`config.mk`:
```
export PLATFORM = sky130hd
export DESIGN_NAME = matrix_keypad_scanner_top
export DESIGN_NICKNAME = d
export VERILOG_FILES = /design/src/rtl/mks_pkg.sv /design/src/rtl/matrix_keypad_scanner_top.sv
export SDC_FILE = /design/constraint.sdc
export NUM_CORES = 1
export LEC_CHECK = 0
export BUFFER_PORTS_ARGS = -buffer_cell sky130_fd_sc_hd__buf_2
export CAP_MARGIN = 30
export CORE_MARGIN = 2
export CORE_UTILIZATION = 50
export CTS_BUF_LIST = sky130_fd_sc_hd__clkbuf_16
export CTS_CLUSTER_DIAMETER = 100
export DETAILED_ROUTE_END_ITERATION = 10
export PLACE_DENSITY = 0.72
export RECOVER_POWER = 100
export SLEW_MARGIN = 25
export SYNTH_ARGS = -nofsm -noshare
export SYNTH_HDL_FRONTEND = slang
export SYNTH_SLANG_ARGS = --single-unit
```
`constraint.sdc`:
```
create_clock -name clk_i -period 2.3 [get_ports clk_i]
set_input_delay 0.115 -clock clk_i [delete_from_list [all_inputs] [get_ports clk_i]]
set_output_delay 0.115 -clock clk_i [all_outputs]
set_load 0.05 [all_outputs]
```
`src/rtl/mks_pkg.sv`:
```
// Package for the 4x4 matrix keypad scanner.
// Holds the configuration register map, reset values, key map and
// small helpers shared by the top level and its checker.
package mks_pkg;

  localparam int unsigned Rows = 4;
  localparam int unsigned Cols = 4;

  localparam int unsigned RowW      = $clog2(Rows);
  localparam int unsigned ColW      = $clog2(Cols);
  localparam int unsigned SettleW   = 10;
  localparam int unsigned DebounceW = 16;
  localparam int unsigned CodeW     = 8;

  localparam logic [SettleW-1:0]   SettleReset   = 10'd10;
  localparam logic [DebounceW-1:0] DebounceReset = 16'd20000;
  localparam logic [CodeW-1:0]     NoKey         = 8'd255;
  localparam logic [CodeW-1:0]     MaxKey        = 8'd15;

  typedef enum logic {
    CFG_SETTLE   = 1'b0,
    CFG_DEBOUNCE = 1'b1
  } cfg_index_e;

  // Key map: row 0 = D # 0 *, row 1 = C 9 8 7, row 2 = B 6 5 4, row 3 = A 3 2 1
  function automatic logic [CodeW-1:0] key_lookup(input logic [RowW-1:0] row,
                                                  input logic [ColW-1:0] col);
    logic [CodeW-1:0] code;
    code = NoKey;
    unique case ({row, col})
      4'h0: code = 8'd13;
      4'h1: code = 8'd15;
      4'h2: code = 8'd0;
      4'h3: code = 8'd14;
      4'h4: code = 8'd12;
      4'h5: code = 8'd9;
      4'h6: code = 8'd8;
      4'h7: code = 8'd7;
      4'h8: code = 8'd11;
      4'h9: code = 8'd6;
      4'hA: code = 8'd5;
      4'hB: code = 8'd4;
      4'hC: code = 8'd10;
      4'hD: code = 8'd3;
      4'hE: code = 8'd2;
      4'hF: code = 8'd1;
      default: code = NoKey;
    endcase
    return code;
  endfunction

  // Index of the lowest set bit; zero when none is set
  function automatic logic [ColW-1:0] lowest_set(input logic [Cols-1:0] vec);
    logic [ColW-1:0] idx;
    idx = '0;
    for (int i = Cols - 1; i >= 0; i--) begin
      if (vec[i]) idx = ColW'(i);
    end
    return idx;
  endfunction

endpackage

```
`src/rtl/matrix_keypad_scanner_top.sv`:
```
// Matrix keypad scanner top level: input register, scan state machine and
// result register. Depends on mks_pkg.
//
// Each request is one timer tick carrying the sampled active-low column
// levels; each tick yields exactly one result with the row drive of that
// tick, a key-valid flag and the key code (255 when no key). A request
// passes the input register and the scan logic into the result register;
// one request is taken every cycle while the result side keeps up, and the
// scan state advances by one step per tick. Settle and debounce lengths are
// counted in ticks.
module matrix_keypad_scanner_top (
  input  logic                          clk_i,
  input  logic                          rst_ni,
  input  logic                          cfg_we_i,
  input  logic                          cfg_index_i,
  input  logic [mks_pkg::DebounceW-1:0] cfg_data_i,
  input  logic                          in_valid_i,
  output logic                          in_ready_o,
  input  logic [mks_pkg::Cols-1:0]      column_levels_i,
  output logic                          out_valid_o,
  input  logic                          out_ready_i,
  output logic [mks_pkg::Rows-1:0]      row_drive_o,
  output logic                          key_valid_o,
  output logic [mks_pkg::CodeW-1:0]     key_code_o
);

  typedef enum logic [2:0] {
    PH_SETTLE       = 3'd0,
    PH_PRESS_DEB    = 3'd1,
    PH_RELEASE_WAIT = 3'd2,
    PH_RELEASE_DEB  = 3'd3
  } phase_e;

  logic [mks_pkg::SettleW-1:0]   settle_q;
  logic [mks_pkg::DebounceW-1:0] debounce_q;

  logic                       in_v_q;
  logic [mks_pkg::Cols-1:0]   cols_q;

  phase_e                        phase_q, phase_d;
  logic [mks_pkg::RowW-1:0]      row_q, row_d;
  logic [mks_pkg::DebounceW-1:0] timer_q, timer_d;
  logic [mks_pkg::ColW-1:0]      held_q, held_d;

  logic                       out_v_q;
  logic [mks_pkg::Rows-1:0]   row_drive_q, row_drive_d;
  logic                       key_valid_q, key_valid_d;
  logic [mks_pkg::CodeW-1:0]  key_code_q, key_code_d;

  logic                       advance;
  logic                       step;
  logic [mks_pkg::Cols-1:0]   low_cols;
  logic [mks_pkg::Cols-1:0]   rest_cols;
  logic [mks_pkg::ColW:0]     rest_start;
  logic                       held_low;
  logic [mks_pkg::DebounceW-1:0] timer_inc;

  assign advance    = !out_v_q || out_ready_i;
  assign step       = in_v_q && advance;
  assign in_ready_o = !in_v_q || advance;

  assign low_cols   = ~cols_q;
  assign rest_start = {1'b0, held_q} + 1'b1;
  assign rest_cols  = low_cols & (mks_pkg::Cols'({mks_pkg::Cols{1'b1}}) << rest_start);
  assign held_low   = low_cols[held_q];
  assign timer_inc  = timer_q + 1'b1;

  always_comb begin
    phase_d     = phase_q;
    row_d       = row_q;
    timer_d     = timer_q;
    held_d      = held_q;
    row_drive_d = ~(mks_pkg::Rows'(1) << row_q);
    key_valid_d = 1'b0;
    key_code_d  = mks_pkg::NoKey;
    unique case (phase_q)
      PH_SETTLE: begin
        if (timer_q < {{(mks_pkg::DebounceW - mks_pkg::SettleW){1'b0}}, settle_q}) begin
          timer_d = timer_inc;
        end else if (low_cols != '0) begin
          held_d  = mks_pkg::lowest_set(low_cols);
          phase_d = PH_PRESS_DEB;
          timer_d = '0;
        end else begin
          row_d   = row_q + 1'b1;
          phase_d = PH_SETTLE;
          timer_d = '0;
          held_d  = '0;
        end
      end
      PH_PRESS_DEB, PH_RELEASE_DEB: begin
        if (timer_q < debounce_q) begin
          timer_d = timer_inc;
        end else if (phase_q == PH_PRESS_DEB && held_low) begin
          phase_d = PH_RELEASE_WAIT;
        end else begin
          if (phase_q == PH_RELEASE_DEB) begin
            key_valid_d = 1'b1;
            key_code_d  = mks_pkg::key_lookup(row_q, held_q);
          end
          if (rest_cols != '0) begin
            held_d  = mks_pkg::lowest_set(rest_cols);
            phase_d = PH_PRESS_DEB;
            timer_d = '0;
          end else begin
            row_d   = row_q + 1'b1;
            phase_d = PH_SETTLE;
            timer_d = '0;
            held_d  = '0;
          end
        end
      end
      PH_RELEASE_WAIT: begin
        if (!held_low) begin
          phase_d = PH_RELEASE_DEB;
          timer_d = '0;
        end
      end
      default: begin
        phase_d = PH_SETTLE;
        timer_d = '0;
      end
    endcase
  end

  always_ff @(posedge clk_i or negedge rst_ni) begin
    if (!rst_ni) begin
      settle_q   <= mks_pkg::SettleReset;
      debounce_q <= mks_pkg::DebounceReset;
    end else if (cfg_we_i) begin
      unique case (mks_pkg::cfg_index_e'(cfg_index_i))
        mks_pkg::CFG_SETTLE:   settle_q   <= cfg_data_i[mks_pkg::SettleW-1:0];
        mks_pkg::CFG_DEBOUNCE: debounce_q <= cfg_data_i;
        default: ;
      endcase
    end
  end

  always_ff @(posedge clk_i or negedge rst_ni) begin
    if (!rst_ni) begin
      in_v_q  <= 1'b0;
      out_v_q <= 1'b0;
      phase_q <= PH_SETTLE;
      row_q   <= '0;
      timer_q <= '0;
      held_q  <= '0;
    end else begin
      if (in_ready_o) begin
        in_v_q <= in_valid_i;
      end
      if (advance) begin
        out_v_q <= in_v_q;
      end
      if (step) begin
        phase_q <= phase_d;
        row_q   <= row_d;
        timer_q <= timer_d;
        held_q  <= held_d;
      end
    end
  end

  always_ff @(posedge clk_i) begin
    if (in_valid_i && in_ready_o) begin
      cols_q <= column_levels_i;
    end
    if (step) begin
      row_drive_q <= row_drive_d;
      key_valid_q <= key_valid_d;
      key_code_q  <= key_code_d;
    end
  end

  assign out_valid_o = out_v_q;
  assign row_drive_o = row_drive_q;
  assign key_valid_o = key_valid_q;
  assign key_code_o  = key_code_q;

endmodule

```
==> flow_summary.json <==
{
  "min_period_over_period_pct": 110,
  "multi_input_area_um2": 2030,
  "violations": "setup timing",
  "rr_worst_depth": 8,
  "criticalPathCategory": "reg2reg",
  "max_freq_mhz": 395,
  "grt_overflow": 0,
  "routed.top_layer": "met4",
  "clk_pin_slew_ns": 0.06,
  "wl_per_cell_um": 15.6,
  "antenna_found_initial": 0,
  "p_leak_nw": 2.25,
  "synth_ff_type": "dfrtp_1",
  "clk_latency_ns": 0.33,
  "final_cell_mix": "dfrtp_1 (43), inv_1 (36), buf_4 (33)",
  "cts-buffers-inserted": 9,
  "seq_area_frac_synth_pct": 45.1,
  "final_layout_size_suffix_gt1_share_pct": 34.1,
  "swShare_pct": 34.3,
  "wirelength_um": 8730,
  "drt-met1-wl_um": 3600,
  "hp-class": "in2reg",
  "run_status": "complete, but fails checks",
  "yosysTopAreaCell": "dfrtp_1",
  "dr_wl_met3_um": 316,
  "cp_common_cell": "nand4_1",
  "syn_area_um2": 3720,
  "power.switching_mw": 1.62,
  "nets": 516,
  "grt_pass1_vias": 3124,
  "rows": 31,
  "synth-simple-area-share_pct": 16.0,
  "max_stage_delay_ns": 0.61,
  "crit_slowest_cell": "or4_4",
  "rsz0062_at_grt": "yes",
  "drv_slew": 0,
  "die_y_um": 90.3,
  "grt_max_degree": 51,
  "synth-edff-count": 14,
  "synth_cell_types": 49,
  "ys_ff_latch": 64,
  "ios": 41,
  "period_needed_ns": 2.53,
  "htreeDepth": 3,
  "worstPathCellList": "inv_2 > ha_4 > nand4_1 > or4_4 > nand4_4 > and2_4 > nand4_1 > mux2_2",
  "p_seq_share_pct": 31.6,
  "hold_viol_final": 0,
  "firstDrtPassIters": 4,
  "routed_via_density": 5.53,
  "syn_inst": 364,
  "ys_warn_count": 0,
  "gr-usage-all-layers_pct": 22.1,
  "synth_top_area_share_pct": 28.9,
  "postRouteAntennaNets": 0,
  "met2_length_um": 4630,
  "drt_iter0_drc": 170,
  "timing.slew.headroom_pct": 13.8,
  "fp.dieW_um": 90.3,
  "diodes": 0,
  "worst_pin_slew_ns": 1.29,
  "fp.coreArea_um2": 7210,
  "worstPathArrival_ns": 2.75,
  "skew_ns": 0.00723,
  "setup_viol_count_final": 27,
  "min_path_cells": 3,
  "initial_utilization_pct": 51.6,
  "peakVddDrop_uv": 710,
  "drc": 0,
  "final-seq-area_um2": 1680,
  "max_cap_violations": 0,
  "syn-num-nets": 425,
  "gp_congestion": 0.896,
  "p_int_mw": 3.10,
  "nFillCells": 563,
  "synth_top_family_by_area": "simple AND/OR/NAND/NOR gates",
  "clock-root-buffer": "clkbuf_16",
  "end_kind": "flip-flop",
  "required_ns": 2.52,
  "p_comb_share_pct": 38.1,
  "final_common_cell": "dfrtp_1",
  "syn_avg_cell_area_um2": 10.2,
  "setup_ws_ns": -0.235,
  "synth_xor_area_share_pct": 0.235,
  "synthAdderAreaFrac_pct": 11.8,
  "portBuffers": 40,
  "cts_sinks": 64,
  "critPathLaunchType": "flip-flop",
  "cts_tree": "done",
  "area_growth_pct": 32.0,
  "grt_first_pass_wirelength_um": 14300,
  "pre_cts_slack_ns": -0.281,
  "vias": 3090,
  "fin_cells": 559,
  "cp_max_fo": 8,
  "p_per_area_nw_per_um2": 961,
  "die_area_um2": 8160,
  "dp_cells": 530,
  "synthTopCellsByArea": "dfrtp_1 (29%), ha_1 (12%), edfxtp_1 (11%)",
  "cts_buffer_depth": 2,
  "async_reset_ff_share_pct": 78.1,
  "hpwl_um": 5750,
  "synth-compound-area-share_pct": 13.7,
  "synthMuxAreaShare_pct": 7.19,
  "power_frac_clock_pct": 30.3
}
stage by stage:
step                instance area [µm²]  hold WS (ns)  TNS [ns]  power, mW  utilization, %
CTS                                4850     0.0000428     -2.54       4.66            67.3
finish                             4920       0.00356     -4.25       4.72            68.1
floorplan                          3740        -0.181    -0.510       2.49               -
global placement                   4290         0.262     -3.38       2.92            59.5
detailed placement                 4290         0.267     -5.17       2.98            59.5
global route                       4920        0.0138     -6.79       4.98            68.1
worst max-delay path: cells and delay by family, from the launching register on:
| family | cells | cell delay, ns |
|---|---|---|
| flops | 1 | 0.53 |
| fa+ha+maj | 1 | 0.25 |
| mux | 1 | 0.32 |
| simple gates | 5 | 1.28 |
| buf+inv | 1 | 0.04 |
cell usage after synthesis (5+ instances only):
| master | instances |
|---|---|
| a21oi_1 | 14 |
| a22o_1 | 6 |
| and3_1 | 9 |
| clkbuf_1 | 8 |
| dfrtp_1 | 43 |
| dfstp_2 | 7 |
| edfxtp_1 | 14 |
| ha_1 | 35 |
| inv_1 | 40 |
| mux2_2 | 20 |
| nand2_1 | 32 |
| nand2b_1 | 11 |
| nand3_1 | 12 |
| nand4_1 | 8 |
| nor2_1 | 13 |
| nor3_1 | 6 |
| o211ai_1 | 5 |
| o21ai_0 | 32 |
| o21bai_1 | 5 |
registers in the layout, indices dropped and copies added, names as in the netlist, named ones only:
signal       flops
debounce_q      16
timer_q         16
settle_q        10
key_code_o       5
cols_q           4
row_drive_o      4
held_q           2
row_q            2
in_v_q           1
key_valid_o      1
out_valid_o      1
phase_q          1
routing by layer:
layer  up-vias  GRT usage, %
li1       1485             -
met1      1502          26.4
met2        86          38.8
met3        17          3.67
met4         0          10.3
met5         -             0
what timing repair did:
| action | 4_1_cts | 5_1_grt |
|---|---|---|
| endpoints found under the hold margin | 48 | 0 |
| hold buffers | 6 | 0 |
| resized for setup | 45 | 18 |
| buffers inserted | 3 | 5 |
| endpoints found under the setup margin | 27 | 27 |
| pin swaps | 18 | 11 |
| cloned | 1 | 0 |
area by class of cell:
type / instances / area share, %
tap: 99 / 2.52
sequential: 64 / 34.2
inverter: 40 / 3.05
timing repair buffer: 92 / 12.7
multi-input combinational: 248 / 41.2
clock inverter: 7 / 1.76
clock buffer: 9 / 4.58
power by group through the flow:
stage,clock network [mW],registers (mW),logic (mW)
floorplan,0,1.56,0.926
global placement,0,1.51,1.42
detailed placement,0,1.51,1.47
CTS,1.45,1.49,1.71
global route,1.49,1.52,1.96
finish,1.43,1.49,1.80
worst paths after layout:
kind                                      end            from  slack (ns)
worst min-delay path              settle_q[2]   cfg_data_i[2]       0.004
worst max-delay path                 row_q[1]  debounce_q[14]       -0.23
worst min register to register    out_valid_o          in_v_q        0.49
min in group asynchronous       debounce_q[3]          rst_ni        0.68
worst max register to register       row_q[1]  debounce_q[14]       -0.23
max in group asynchronous          timer_q[5]          rst_ni        0.82
cell families (layout without fill, tap and decap cells):
kind of cell,count (synthesis),in the layout
compound gates,80,81
mux,23,23
simple gates,108,108
xor+xnor,1,1
flops,64,64
fa+ha+maj,35,35
buf+inv,53,148
(Power assumes the default switching activity.)
